File: config.mk
export PLATFORM = sky130hd
export DESIGN_NAME = wildcard_byte_pattern_scanner_top
export DESIGN_NICKNAME = d
export VERILOG_FILES = /design/src/hdl/wbps_pkg.sv /design/src/hdl/wbps_front.sv /design/src/hdl/wbps_back.sv /design/src/hdl/wildcard_byte_pattern_scanner_top.sv
export SDC_FILE = /design/constraint.sdc
export NUM_CORES = 1
export LEC_CHECK = 0
export BUFFER_PORTS_ARGS = -buffer_cell sky130_fd_sc_hd__buf_2
export CORE_ASPECT_RATIO = 1.25
export CORE_MARGIN = 5
export CORE_UTILIZATION = 62
export CTS_CLUSTER_DIAMETER = 50
export DETAILED_ROUTE_END_ITERATION = 8
export PLACE_DENSITY_LB_ADDON = 0.15
export SKIP_CTS_REPAIR_TIMING = 1
export SLEW_MARGIN = 0
export SYNTH_ARGS = -nofsm -noshare
export SYNTH_HDL_FRONTEND = slang
export SYNTH_SLANG_ARGS = --single-unit
File: constraint.sdc
create_clock -name clk -period 5.1 [get_ports clk]
set_clock_uncertainty 0.2 [all_clocks]
set_input_delay 0.255 -clock clk [delete_from_list [all_inputs] [get_ports clk]]
set_output_delay 0.255 -clock clk [all_outputs]
set_load 0.005 [all_outputs]
File: src/hdl/wbps_pkg.sv
// package for the wildcard byte pattern scanner
// holds the operation codes, item and configuration types and queue sizing
// no dependencies
`timescale 1ns / 1ps
`default_nettype none

package wbps_pkg;

	localparam int QUEUE_DEPTH = 4;
	localparam int QPTR_W      = $clog2(QUEUE_DEPTH);
	localparam int QCNT_W      = $clog2(QUEUE_DEPTH + 1);

	typedef enum logic [1:0] {
		OP_LOAD   = 2'd0,
		OP_SCAN   = 2'd1,
		OP_FINISH = 2'd2
	} op_t;

	localparam logic KIND_MATCH   = 1'b0;
	localparam logic KIND_SUMMARY = 1'b1;

	localparam logic [1:0] REG_PATTERN_LENGTH = 2'd0;
	localparam logic [1:0] REG_BASE_ADDRESS   = 2'd1;
	localparam logic [1:0] REG_CAPTURE_LIMIT  = 2'd2;

	typedef struct packed {
		op_t        op;
		logic [4:0] token_index;
		logic [7:0] token_value;
		logic       token_care;
		logic [7:0] text_byte;
	} item_t;

	typedef struct packed {
		logic [5:0]  pattern_length;
		logic [31:0] base_address;
		logic [15:0] report_limit;
	} cfg_t;

endpackage

`default_nettype wire

File: src/hdl/wbps_front.sv
// front end: accepts input transactions, decodes the operation and queues them
// depends on wbps_pkg
`timescale 1ns / 1ps
`default_nettype none

module wbps_front (
	input  wire                 clk,
	input  wire                 arst_n,
	input  wire                 s_tvalid,
	output logic                s_tready,
	input  wire  [23:0]         s_tdata,  // token_index[4:0], token_value, token_care, text_byte
	input  wire  [1:0]          s_tuser,  // op
	output logic                q_valid,
	input  wire                 q_ready,
	output wbps_pkg::item_t     q_item
);
	import wbps_pkg::*;

	item_t              mem_q [QUEUE_DEPTH];
	logic [QPTR_W-1:0]  wr_ptr_q;
	logic [QPTR_W-1:0]  rd_ptr_q;
	logic [QCNT_W-1:0]  cnt_q;
	logic               known_op;
	logic               push;
	logic               pop;
	item_t              in_item;

	always_comb begin
		in_item.op          = op_t'(s_tuser);
		in_item.token_index = s_tdata[4:0];
		in_item.token_value = s_tdata[12:5];
		in_item.token_care  = s_tdata[13];
		in_item.text_byte   = s_tdata[21:14];
		case (s_tuser)
			OP_LOAD, OP_SCAN, OP_FINISH: known_op = 1'b1;
			default:                     known_op = 1'b0;
		endcase
	end

	assign s_tready = (cnt_q != QCNT_W'(QUEUE_DEPTH));
	// unused op codes are dropped here and never reach the engine
	assign push     = s_tvalid && s_tready && known_op;
	assign q_valid  = (cnt_q != '0);
	assign pop      = q_valid && q_ready;
	assign q_item   = mem_q[rd_ptr_q];

	always_ff @(posedge clk) begin
		if (push) begin
			mem_q[wr_ptr_q] <= in_item;
		end
	end

	always_ff @(posedge clk or negedge arst_n) begin
		if (!arst_n) begin
			wr_ptr_q <= '0;
			rd_ptr_q <= '0;
			cnt_q    <= '0;
		end else begin
			if (push) begin
				wr_ptr_q <= wr_ptr_q + 1'b1;
			end
			if (pop) begin
				rd_ptr_q <= rd_ptr_q + 1'b1;
			end
			if (push && !pop) begin
				cnt_q <= cnt_q + 1'b1;
			end else if (pop && !push) begin
				cnt_q <= cnt_q - 1'b1;
			end
		end
	end

endmodule

`default_nettype wire

File: src/hdl/wbps_back.sv
// back end: token store, shift-and match vector, counters and output register
// depends on wbps_pkg
`timescale 1ns / 1ps
`default_nettype none

module wbps_back #(
	parameter int PATTERN_MAX = 32
) (
	input  wire                 clk,
	input  wire                 arst_n,
	input  wbps_pkg::cfg_t      cfg,
	input  wire                 q_valid,
	output logic                q_ready,
	input  wbps_pkg::item_t     q_item,
	output logic                m_tvalid,
	input  wire                 m_tready,
	output logic [63:0]         m_tdata,  // match_address, hit_total
	output logic [0:0]          m_tuser   // kind
);
	import wbps_pkg::*;

	logic [7:0]             tok_byte_q [PATTERN_MAX];
	logic                   tok_care_q [PATTERN_MAX];
	logic [PATTERN_MAX-1:0] vec_q;
	logic [31:0]            off_q;
	logic [31:0]            total_q;

	logic                   out_valid_q;
	logic                   out_kind_q;
	logic [31:0]            out_addr_q;
	logic [31:0]            out_count_q;

	logic [PATTERN_MAX-1:0] mask;
	logic [PATTERN_MAX-1:0] vec_next;
	logic                   hit;
	logic                   advance;
	logic [31:0]            total_inc;
	logic [31:0]            start_addr;
	logic                   capture;
	logic                   produce;

	always_comb begin
		hit = 1'b0;
		for (int pos = 0; pos < PATTERN_MAX; pos++) begin
			mask[pos] = (pos < int'(cfg.pattern_length)) &&
				(!tok_care_q[pos] || (tok_byte_q[pos] == q_item.text_byte));
			vec_next[pos] = ((pos == 0) ? 1'b1 : vec_q[(pos == 0) ? 0 : pos - 1]) & mask[pos];
			// the top of the pattern decides a full match
			if (pos == int'(cfg.pattern_length) - 1) begin
				hit = vec_next[pos];
			end
		end
	end

	assign total_inc  = (total_q != '1) ? total_q + 32'd1 : total_q;
	assign capture    = (total_q < {16'd0, cfg.report_limit});
	assign start_addr = cfg.base_address + off_q + 32'd1 - {26'd0, cfg.pattern_length};

	assign q_ready = !out_valid_q || m_tready;
	assign advance = q_valid && q_ready;
	// finish always reports, a scan only on a captured match
	assign produce = (q_item.op == OP_FINISH) ||
		((q_item.op == OP_SCAN) && hit && capture);

	always_ff @(posedge clk) begin
		if (advance && (q_item.op == OP_LOAD)) begin
			for (int pos = 0; pos < PATTERN_MAX; pos++) begin
				if (int'(q_item.token_index) == pos) begin
					tok_byte_q[pos] <= q_item.token_value;
					tok_care_q[pos] <= q_item.token_care;
				end
			end
		end
	end

	always_ff @(posedge clk or negedge arst_n) begin
		if (!arst_n) begin
			vec_q       <= '0;
			off_q       <= '0;
			total_q     <= '0;
			out_valid_q <= 1'b0;
		end else begin
			if (advance && produce) begin
				out_valid_q <= 1'b1;
			end else if (m_tready) begin
				out_valid_q <= 1'b0;
			end
			if (advance) begin
				case (q_item.op)
					OP_SCAN: begin
						vec_q <= vec_next;
						off_q <= off_q + 32'd1;
						if (hit) begin
							total_q <= total_inc;
						end
					end
					OP_FINISH: begin
						vec_q   <= '0;
						off_q   <= '0;
						total_q <= '0;
					end
					default: begin
					end
				endcase
			end
		end
	end

	always_ff @(posedge clk) begin
		if (advance) begin
			case (q_item.op)
				OP_SCAN: begin
					out_kind_q  <= KIND_MATCH;
					out_addr_q  <= start_addr;
					out_count_q <= total_inc;
				end
				OP_FINISH: begin
					out_kind_q  <= KIND_SUMMARY;
					out_addr_q  <= '0;
					out_count_q <= total_q;
				end
				default: begin
				end
			endcase
		end
	end

	assign m_tvalid = out_valid_q;
	assign m_tdata  = {out_count_q, out_addr_q};
	assign m_tuser  = out_kind_q;

endmodule

`default_nettype wire

File: src/hdl/wildcard_byte_pattern_scanner_top.sv
// Wildcard byte pattern scanner, top level.
// Input stream s_*: s_tuser carries the operation (load token, scan byte, finish),
// s_tdata the token fields and the text byte. Output stream m_*: m_tuser is the
// kind (match report or finish summary), m_tdata the start address and the count.
// Configuration: cfg_we writes cfg_wdata into register cfg_addr (0 pattern length,
// 1 base address, 2 capture limit); write only while no transactions are in flight.
// Throughput: one input transaction per cycle while m_tready keeps the output moving,
// set by the shift-and update of the partial match vector in the back end.
// A result is registered in the queue and then in the back end's output register
// after its input is accepted; it waits in the queue while the engine is stalled.
// A four-entry queue sits between the decode front end and the match engine; when
// m_tready is low the engine holds its result register, the queue fills and
// s_tready falls once it is full.
// Reset clears the match vector, byte offset, match count, configuration and
// queue; pattern tokens must be loaded before they are scanned.
// depends on wbps_pkg, wbps_front, wbps_back
`timescale 1ns / 1ps
`default_nettype none

module wildcard_byte_pattern_scanner_top #(
	parameter int PATTERN_MAX = 32
) (
	input  wire         clk,
	input  wire         arst_n,
	input  wire         cfg_we,
	input  wire  [1:0]  cfg_addr,
	input  wire  [31:0] cfg_wdata,
	input  wire         s_tvalid,
	output logic        s_tready,
	input  wire  [23:0] s_tdata,  // token_index[4:0], token_value, token_care, text_byte
	input  wire  [1:0]  s_tuser,  // op
	output logic        m_tvalid,
	input  wire         m_tready,
	output logic [63:0] m_tdata,  // match_address[31:0], hit_total[63:32]
	output logic [0:0]  m_tuser   // kind
);
	import wbps_pkg::*;

	cfg_t  cfg_q;
	logic  q_valid;
	logic  q_ready;
	item_t q_item;

	always_ff @(posedge clk or negedge arst_n) begin
		if (!arst_n) begin
			cfg_q <= '0;
		end else if (cfg_we) begin
			case (cfg_addr)
				REG_PATTERN_LENGTH: cfg_q.pattern_length <= cfg_wdata[5:0];
				REG_BASE_ADDRESS:   cfg_q.base_address   <= cfg_wdata;
				REG_CAPTURE_LIMIT:  cfg_q.report_limit   <= cfg_wdata[15:0];
				default: begin
				end
			endcase
		end
	end

	wbps_front u_front (
		.clk      (clk),
		.arst_n   (arst_n),
		.s_tvalid (s_tvalid),
		.s_tready (s_tready),
		.s_tdata  (s_tdata),
		.s_tuser  (s_tuser),
		.q_valid  (q_valid),
		.q_ready  (q_ready),
		.q_item   (q_item)
	);

	wbps_back #(
		.PATTERN_MAX (PATTERN_MAX)
	) u_back (
		.clk      (clk),
		.arst_n   (arst_n),
		.cfg      (cfg_q),
		.q_valid  (q_valid),
		.q_ready  (q_ready),
		.q_item   (q_item),
		.m_tvalid (m_tvalid),
		.m_tready (m_tready),
		.m_tdata  (m_tdata),
		.m_tuser  (m_tuser)
	);

endmodule

`default_nettype wire

==> results of run 1 <==
-- critical path, delay by kind of cell, from the launching register on --
| family | cells | cell delay, ps |
|---|---|---|
| buffers and inverters | 3 | 320 |
| and+or+nand+nor | 3 | 530 |
| AOI/OAI and AO/OA | 7 | 1920 |
| muxes | 1 | 320 |
| adders and majority gates | 2 | 940 |
| DFF | 1 | 360 |
-- metrics by stage --
stage	total power, mW	instance area (um2)	hold WS (ps)	instances	setup WS (ps)
finish	19.2	32800	51.9	3125	260
global route	20.2	32800	101	3125	0.644
CTS	19.2	32200	-479	3063	237
detailed placement	14.8	30200	172	2951	262
global placement	14.6	30200	167	2951	297
floorplan	12.5	29000	-241	2297	947
-- cell families (layout without fill, tap and decap cells) --
family	after synthesis	count (layout)	share of synthesized area, %
AND/OR/NAND/NOR	594	594	10.1
multiplexers	86	86	4.24
AO/OA/AOI/OAI	315	315	7.15
XOR/XNOR	344	344	10.4
buffers and inverters	262	505	4.02
adder cells (fa/ha/maj)	90	90	4.06
flip-flops	606	606	60.0
-- flip-flops by register name, indices dropped and copies added, names as in the netlist --
name                count
u_back.m_tuser          1
u_back.tok_care_q      32
u_back.m_tvalid         1
u_front.mem_q          96
u_back.total_q         32
u_back.off_q           32
u_back.out_count_q     32
u_back.vec_q           31
u_back.out_addr_q      32
u_back.tok_byte_q     256
cfg_q                  54
u_front.rd_ptr_q        2
u_front.cnt_q           3
u_front.wr_ptr_q        2
-- placed cells by master, fill, tap and decap left out, drive strengths merged, types with 24 or more instances in the layout --
master	synthesis	final
o31ai	29	29
xnor2	276	276
ha	83	83
nor2	173	173
inv	159	166
o21ai	113	113
nand4	78	78
buf	48	172
mux4	24	24
edfxtp	449	449
nor3	39	39
xor2	68	68
nand2	119	119
dfrtp	157	157
mux2	56	56
clkbuf	55	78
nand3	46	46
a21oi	38	38
and3	26	26
dlygate4sd3	0	62
-- power by group through the flow --
stage          Sequential, mW  Combinational (mW)  Clock, mW
6_report                 7.09                7.71       4.36
5_1_grt                  7.16                8.43       4.66
4_1_cts                  7.09                7.70       4.41
3_5_place_dp             7.18                7.66          0
3_3_place_gp             7.15                7.49          0
2_1_floorplan            7.12                5.40          0
-- final cells by class --
cell class / count / area, um2 / share of cell area [%]
clock buffers: 78 / 1590 / 4.85
repair buffers: 234 / 1650 / 5.02
flip-flops and latches: 606 / 17400 / 53.1
inverters: 159 / 597 / 1.82
clock inverters: 34 / 350 / 1.07
multi-input cells: 1429 / 10500 / 31.9
well taps: 585 / 732 / 2.23
-- layer usage --
layer	track usage, %	vias to the layer above
li1	-	8622
met1	31.8	9136
met2	46.1	586
met3	3.56	140
met4	7.87	0
met5	0	-
-- final timing paths --
kind | start | end | cells after the start
setup reg to reg | cfg_q[20] | u_back.out_addr_q[30] | 16
max in group asynchronous | arst_n | u_back.off_q[8] | 3
hold / removal | arst_n | cfg_q[32] | 2
setup / recovery | cfg_q[20] | u_back.out_addr_q[30] | 16
hold reg to reg | u_back.vec_q[6] | u_back.vec_q[6] | 2
min in group clk | cfg_we | cfg_q[51] | 4
==> impl_metrics.py, run 1 <==
metrics = {
    "pwr": {
        "p_comb_share_pct": 40.2,
        "power_switching_mw": 7.12,
        "clkPwrFrac_pct": 22.7,
        "switching_share_pct": 37.2,
        "p_leak_nw": 12.5,
        "ir_worst_vdd_mv": 0.755,
        "power.internal_mw": 12.0,
        "powerDensity_nw_per_um2": 584,
        "seq_power_share_pct": 37.0,
    },
    "synthesis": {
        "syn_area_um2": 29000,
        "syn_nets": 2452,
        "synth_ff_type": "edfxtp_1",
        "synth_area_leaders": "edfxtp_1 46%, dfrtp_1 14%, xnor2_1 8.3%",
        "synth.top_cell.area_share_pct": 46.5,
        "synth_common_cells": "449 x edfxtp_1, 276 x xnor2_1, 172 x nor2_1, 159 x inv_1, 157 x dfrtp_1",
        "async_reset_ff_share_pct": 25.9,
        "postSynthCellCount": 2297,
        "yosys_warnings": 0,
        "synth_edf_count": 449,
        "synth.most_common_cell": "edfxtp_1",
        "synth_cell_type_count": 76,
        "syn_avg_cell_area_um2": 12.6,
        "synth_seq_area_share_pct": 60.0,
        "ys_ff_latch": 606,
        "yosys.area.top_type": "edfxtp_1",
    },
    "worst_setup_path": {
        "reg2reg_slack_ps": 260,
        "critPathLaunchType": "flip-flop",
        "crit_chain": "inv_1, fa_1, inv_1, ha_1, and3_1, and3_1, a21oi_1, a211oi_1, nor2_1, a221oi_1, buf_4, a41oi_1, a21oi_1, a221o_1, o22a_1, mux2_2",
        "slowest_stage": "fa_1",
        "arrival_ps": 5010,
        "cp_max_fo": 5,
        "cp-end-kind": "flip-flop",
        "path_class": "flip-flop to flip-flop",
        "worstPathRequired_ps": 5270,
        "max_stage_delay_ps": 580,
    },
    "floorplanning": {
        "io_pins": 132,
        "die_w_um": 204,
        "die_h_um": 252,
        "start_util_pct": 62.8,
        "row_count": 88,
        "core-area_um2": 46200,
        "dieArea_um2": 51300,
    },
    "global_route": {
        "grt_pass1_wl_mm": 102,
        "grt_usage_pct": 25.4,
        "antenna_found_initial": 0,
        "grt_max_degree": 83,
        "grt_pass1_vias": 18700,
        "grt_overflow_total": 0,
    },
    "timing": {
        "period_share_pct": 94.9,
        "clock.fmax_mhz": 207,
        "relSlewSlack_pct": 21.5,
        "drv_slew": 0,
        "setup_viol": 0,
        "min_period_ps": 4840,
        "hold_viol": 0,
        "tightest_slew_ps": 1180,
        "rsz0062_at_grt": "no",
        "finalSetupTns_ps": 0,
    },
    "clock_tree": {
        "clkLatencyLatePin_ps": 640,
        "tritoncts": "yes",
        "clk_pin_slew_ps": 60,
        "cts.path.max_buffers": 3,
        "cts.sinks": 606,
        "h-tree-depth": 2,
        "cts_root_buf": "clkbuf_16",
        "cts_buffers": 59,
    },
    "finish": {
        "final_util_pct": 70.9,
        "fin_nets": 2644,
        "drive_gt1_share_pct": 14.4,
        "area_growth_pct": 13.0,
        "fillers": 3153,
        "antenna_cells": 0,
    },
    "run": {
        "cap_viol_max_count": 0,
    },
    "route": {
        "first_pass_iters": 5,
        "wirelength_mm": 66.8,
        "met2_length_mm": 35.3,
        "drtIter0Drc": 1442,
        "wl_per_cell_um": 21.4,
        "met1Wirelength_mm": 26.1,
        "drcViolationCount": 0,
        "vias_per_cell": 5.91,
        "wl_met3_mm": 3.28,
        "highest_layer": "met4",
        "antenna_left": 0,
        "num_vias": 18500,
    },
    "place": {
        "io_buffer_count": 129,
        "place.gp.congestion": 0.919,
        "place_hpwl_mm": 43.0,
    },
    "min_path": {
        "hold_path.class": "input port to asynchronous set/reset pin",
    },
    "run_status": {
        "status": "finished clean",
    },
}
(Power assumes the default switching activity.)
==> run 2, diff against run 1 <==
Settings changed: ABC_AREA set to 1.
==> impl_metrics.py, run 2 <==
metrics = {
    "worst_setup_path": {
        "slowest_stage": "nand2_2",
        "cp-end-kind": "flip-flop",
        "max_stage_delay_ps": 510,
        "worstPathRequired_ps": 5460,
        "critPathLaunchType": "flip-flop",
        "arrival_ps": 5120,
        "reg2reg_from": "u_front.rd_ptr_q[0]",
        "startpoint": "u_front.rd_ptr_q[0]",
        "reg2reg_slack_ps": 350,
        "r2r-end": "u_back.total_q[29]",
        "reg2regPathDepth": 35,
        "cpMostUsedCell": "nand2_1",
        "cp_max_fo": 25,
        "path_class": "flip-flop to flip-flop",
    },
    "synthesis": {
        "synth_common_cells": "551 x nand2_1, 449 x edfxtp_1, 345 x inv_1, 226 x nor2_1, 166 x o21ai_0",
        "syn_nets": 2958,
        "synth-adder-area-share_pct": 4.04,
        "synth_mux_area_share_pct": 0.0386,
        "synthSimpleGateAreaFrac_pct": 16.0,
        "synth_edf_count": 449,
        "ys_ff_latch": 606,
        "yosys_warnings": 0,
        "postSynthCellCount": 2803,
        "synth_area_leaders": "edfxtp_1 46%, dfrtp_1 13%, nand2_1 7.1%",
        "async_reset_ff_share_pct": 25.9,
        "synth_compound_area_share_pct": 8.89,
        "syn_area_um2": 29200,
        "synth_cell_type_count": 64,
        "synth_top_family_by_area": "simple AND/OR/NAND/NOR gates",
        "synth_seq_area_share_pct": 59.7,
        "syn_avg_cell_area_um2": 10.4,
        "synthXorXnorAreaFrac_pct": 4.83,
        "synth.most_common_cell": "nand2_1",
        "synth_ff_type": "edfxtp_1",
        "synth.top_cell.area_share_pct": 46.2,
        "yosys.area.top_type": "edfxtp_1",
    },
    "global_route": {
        "grt_pass1_wl_mm": 107,
        "grt_max_degree": 78,
        "grt_pass1_vias": 20600,
        "grt_usage_pct": 26.3,
        "antenna_found_initial": 0,
        "grt_overflow_total": 0,
    },
    "pwr": {
        "p_comb_share_pct": 42.4,
        "powerDensity_nw_per_um2": 606,
        "switching_share_pct": 40.5,
        "seq_power_share_pct": 35.4,
        "power_switching_mw": 8.17,
        "ir_worst_vdd_mv": 0.569,
        "fin_total_pwr_mw": 20.2,
        "clkPwrFrac_pct": 22.2,
        "p_leak_nw": 13.6,
        "power.internal_mw": 12.0,
    },
    "finish": {
        "reg.largest.list": "u_back.tok_byte_q x256, u_front.mem_q x96, cfg_q x54",
        "drive_gt1_share_pct": 12.6,
        "mostFrequentLayoutCells": "548 x nand2_1, 449 x edfxtp_1, 344 x inv_1, 220 x nor2_1, 161 x o21ai_0",
        "instances_no_fill": 3710,
        "fillers": 3311,
        "layout_commonest_cell": "nand2_1",
        "antenna_cells": 0,
        "largest_reg_flops": 256,
        "final_util_pct": 71.1,
        "largest_register": "u_back.tok_byte_q",
        "area_growth_pct": 14.2,
        "fin_nets": 3178,
    },
    "place": {
        "dp_slack_ps": 231,
        "placedCellCount": 3541,
        "place.gp.congestion": 0.990,
        "place_hpwl_mm": 45.4,
        "io_buffer_count": 129,
    },
    "clock_tree": {
        "cts.path.max_buffers": 3,
        "cts.sinks": 606,
        "cts_buffers": 59,
        "h-tree-depth": 2,
        "tritoncts": "yes",
        "clkLatencyLatePin_ps": 640,
        "clk_pin_slew_ps": 60,
        "cts_root_buf": "clkbuf_16",
    },
    "timing": {
        "finalSetupTns_ps": 0,
        "hold_viol": 0,
        "min_period_ps": 4750,
        "setup_ws_ps": 348,
        "clock.fmax_mhz": 210,
        "rsz0062_at_grt": "no",
        "drv_slew": 0,
        "setup_viol": 0,
        "relSlewSlack_pct": 28.6,
        "tightest_slew_ps": 1070,
        "period_share_pct": 93.2,
    },
    "floorplanning": {
        "io_pins": 132,
        "start_util_pct": 62.2,
        "die_w_um": 204,
        "core-area_um2": 46900,
        "die_h_um": 253,
        "row_count": 89,
        "dieArea_um2": 51500,
    },
    "route": {
        "wirelength_mm": 70.0,
        "wl_per_cell_um": 18.9,
        "drtIter0Drc": 1571,
        "first_pass_iters": 6,
        "vias_per_cell": 5.64,
        "drcViolationCount": 0,
        "num_vias": 20900,
        "antenna_left": 0,
    },
    "run": {
        "cap_viol_max_count": 0,
    },
    "run_status": {
        "status": "finished clean",
    },
    "min_path": {
        "hold_path.class": "input port to asynchronous set/reset pin",
    },
}
## run 2: power by group through the flow
| stage | clock network (mW) | registers, mW | logic, mW |
|---|---|---|---|
| 2_1_floorplan | 0 | 7.28 | 5.65 |
| 3_3_place_gp | 0 | 7.22 | 8.16 |
| 3_5_place_dp | 0 | 7.25 | 8.39 |
| 4_1_cts | 4.53 | 7.15 | 8.45 |
| 5_1_grt | 4.74 | 7.22 | 9.41 |
| 6_report | 4.48 | 7.16 | 8.56 |
## run 2: layout make-up
cell class / count / area (um2) / area share [%]
Tap cell: 637 / 797 / 2.39
Timing Repair Buffer: 251 / 1760 / 5.29
Sequential cell: 606 / 17400 / 52.3
Multi-Input combinational cell: 1753 / 10000 / 30.0
Inverter: 352 / 1330 / 3.99
Clock inverter: 43 / 458 / 1.37
Clock buffer: 68 / 1550 / 4.66
## run 2: per-layer routing
layer / vias to the layer above / share of wire (%) / wire, um / track usage, %
li1: 9972 / - / - / -
met1: 10100 / 38 / 26900 / 32.1
met2: 717 / 52 / 36600 / 48.1
met3: 169 / 5.9 / 4120 / 3.49
met4: 0 / 3.4 / 2350 / 9.17
met5: - / 0 / 0 / 0
## run 2: worst max path at each step
stage | end | slack [ps] | depth (start not counted)
global placement | u_back.total_q[31] | 320 | 30
detailed placement | u_back.total_q[31] | 230 | 30
global route | u_back.out_addr_q[29] | 8 | 30
floorplan | u_back.m_tuser | 570 | 11
CTS | u_back.total_q[19] | 170 | 31
finish | u_back.total_q[29] | 350 | 35
## run 2: cell families (layout without fill, tap and decap cells)
| logic type | Yosys count | after routing |
|---|---|---|
| flip-flops | 606 | 606 |
| buffers and inverters | 444 | 714 |
| XOR/XNOR | 161 | 161 |
| AO/OA/AOI/OAI | 429 | 429 |
| adder cells (fa/ha/maj) | 90 | 90 |
| AND/OR/NAND/NOR | 1072 | 1072 |
| multiplexers | 1 | 1 |
## run 2: per-stage QoR
step / hold slack, ps / cell area, um2
CTS: -558 / 32600
floorplan: -241 / 29200
global placement: 98.3 / 30600
finish: 0.719 / 33300
global route: 52.6 / 33300
detailed placement: 113 / 30600
## run 2: worst max-delay path: cells and delay by family (launching register included)
family	cells	cell delay, ps
flip-flops	1	450
XOR/XNOR	1	150
AND/OR/NAND/NOR	31	3060
buffers and inverters	3	780
==> run 3, diff against run 2 <==
--- a/config.mk
+++ b/config.mk
@@ -7,3 +7,2 @@
 export LEC_CHECK = 0
-export ABC_AREA = 1
 export BUFFER_PORTS_ARGS = -buffer_cell sky130_fd_sc_hd__buf_2
==> constraint.sdc (replaced) <==
create_clock -name clk -period 5.3 [get_ports clk]
set_clock_uncertainty 0.2 [all_clocks]
set_input_delay 0.53 -clock clk [delete_from_list [all_inputs] [get_ports clk]]
set_output_delay 0.53 -clock clk [all_outputs]
set_load 0.005 [all_outputs]
==> impl_metrics.py, run 3 (synthesis gave the netlist of run 1 again) <==
metrics = {
    "finish": {
        "largest_reg_flops": 256,
        "mostFrequentLayoutCells": "449 x edfxtp_1, 276 x xnor2_1, 171 x nor2_1, 158 x inv_1, 156 x dfrtp_1",
        "fin_nets": 2636,
        "reg.largest.list": "u_back.tok_byte_q x256, u_front.mem_q x96, cfg_q x54",
        "layout_commonest_cell": "edfxtp_1",
        "instances_no_fill": 3120,
        "drive_gt1_share_pct": 14.6,
        "area_growth_pct": 13.4,
        "largest_register": "u_back.tok_byte_q",
        "fin_area_um2": 32900,
        "final_util_pct": 71.2,
        "fillers": 3160,
    },
    "route": {
        "num_vias": 18700,
        "drcViolationCount": 0,
        "drtIter0Drc": 1443,
        "wl_per_cell_um": 21.7,
        "first_pass_iters": 6,
        "vias_per_cell": 5.98,
        "antenna_left": 0,
        "wirelength_mm": 67.7,
    },
    "timing": {
        "drv_slew": 0,
        "clock.fmax_mhz": 200,
        "relSlewSlack_pct": 15.5,
        "finalSetupTns_ps": 0,
        "rsz0062_at_grt": "no",
        "tightest_slew_ps": 1260,
        "period_share_pct": 94.3,
        "setup_viol": 0,
        "fin_hold_ws_ps": -12.6,
        "setup_ws_ps": 303,
        "hold_viol": 1,
        "min_period_ps": 5000,
    },
    "floorplanning": {
        "start_util_pct": 62.8,
        "dieArea_um2": 51300,
        "row_count": 88,
        "core-area_um2": 46200,
        "die_h_um": 252,
        "die_w_um": 204,
        "io_pins": 132,
    },
    "min_path": {
        "min_to": "cfg_q[48]",
        "hold_path.class": "input port to flip-flop",
        "hold_depth": 3,
        "worstHoldStart": "cfg_wdata[0]",
    },
    "pwr": {
        "ir_worst_vdd_mv": 0.460,
        "p_leak_nw": 12.5,
        "fin_total_pwr_mw": 18.8,
        "powerDensity_nw_per_um2": 571,
    },
    "clock_tree": {
        "cts_buffers": 60,
        "h-tree-depth": 2,
        "cts_root_buf": "clkbuf_16",
        "clk_pin_slew_ps": 60,
        "tritoncts": "yes",
        "cts.sinks": 606,
        "cts.path.max_buffers": 3,
        "clkLatencyLatePin_ps": 640,
    },
    "place": {
        "place_hpwl_mm": 42.9,
        "place.gp.congestion": 0.918,
        "placedCellCount": 2951,
        "io_buffer_count": 129,
        "dp_slack_ps": 180,
        "place_area_um2": 30200,
    },
    "worst_setup_path": {
        "r2r-end": "u_back.out_addr_q[30]",
        "reg2reg_from": "u_back.off_q[2]",
        "critPathTopFamily": "compound AO/OA/AOI/OAI gates",
        "reg2reg_slack_ps": 300,
        "max_stage_delay_ps": 640,
        "worstPathRequired_ps": 5480,
        "critPathBufInv": 2,
        "critPathLaunchType": "flip-flop",
        "startpoint": "u_back.off_q[2]",
        "slowest_stage": "a221oi_1",
        "arrival_ps": 5180,
        "path_class": "flip-flop to flip-flop",
        "cp-end-kind": "flip-flop",
        "reg2regPathDepth": 16,
        "cp_max_fo": 5,
        "crit_chain": "inv_1, fa_1, inv_1, ha_1, nor2b_1, o21ai_0, nand2b_1, a21oi_1, a211oi_1, nor2_1, a221oi_1, a41oi_1, a21oi_1, a221o_1, o22a_1, mux2_2",
    },
    "global_route": {
        "grt_pass1_vias": 18700,
        "antenna_found_initial": 0,
        "grt_overflow_total": 0,
        "grt_usage_pct": 25.6,
        "grt_pass1_wl_mm": 103,
        "grt_max_degree": 64,
    },
    "run_status": {
        "status": "finished, violations left",
        "violations": "hold timing",
    },
    "run": {
        "cap_viol_max_count": 0,
    },
}
-- run 3: cell types whose count changed in the layout (fill, tap and decap cells not counted), sizes merged, moves of 25 or more --
cell   delta
nand2   -441
xnor2   +212
inv     -189
nand3    -98
a21oi    -79
nor2     -56
mux2     +55
o21ai    -55
nand4    +36
xor2     -29
and3     +25
-- run 3: worst max path at each step --
stage,to,cells after the start,slack [ps]
final,u_back.out_addr_q[30],16,300
after detailed placement,u_back.total_q[7],13,180
after global routing,u_back.out_addr_q[30],16,40
after global placement,u_back.total_q[5],13,300
after floorplan,u_back.off_q[0],10,1150
after CTS,u_back.total_q[13],13,150
-- run 3: worst reg2reg max path, stage by stage (launching register included) --
cell      delay (ps)
dfrtp_1          410
inv_1             80
fa_1             500
inv_1             50
ha_1             300
nor2b_1          180
o21ai_0           90
nand2b_1         160
a21oi_1          120
a211oi_1         500
nor2_1           120
a221oi_1         640
a41oi_1          280
a21oi_1          370
a221o_1          270
o22a_1           160
mux2_2           320
-- run 3: where the power goes --
group / leakage [nW] / total (mW) / internal, mW / switching [mW]
logic: 5.35 / 7.39 / 2.65 / 4.74
registers: 6.14 / 6.85 / 6.50 / 0.342
clock network: 1.05 / 4.56 / 2.74 / 1.82
-- run 3: area by class of cell --
class / instances / area, um2 / area share [%]
clock buffer: 76 / 1640 / 4.99
multi-input combinational: 1429 / 10500 / 31.8
timing repair buffer: 225 / 1540 / 4.69
antenna: 3 / 7.51 / 0.0228
tap: 585 / 732 / 2.22
inverter: 159 / 597 / 1.81
clock inverter: 37 / 518 / 1.57
sequential: 606 / 17400 / 52.9
-- run 3: routing by layer --
metal  track usage [%]  up-vias  wire length [um]
li1                  -     8615                 -
met1              31.1     9325             26100
met2              47.1      583             36100
met3              3.79      135              3410
met4              8.08        0              2050
met5                 0        -                 0
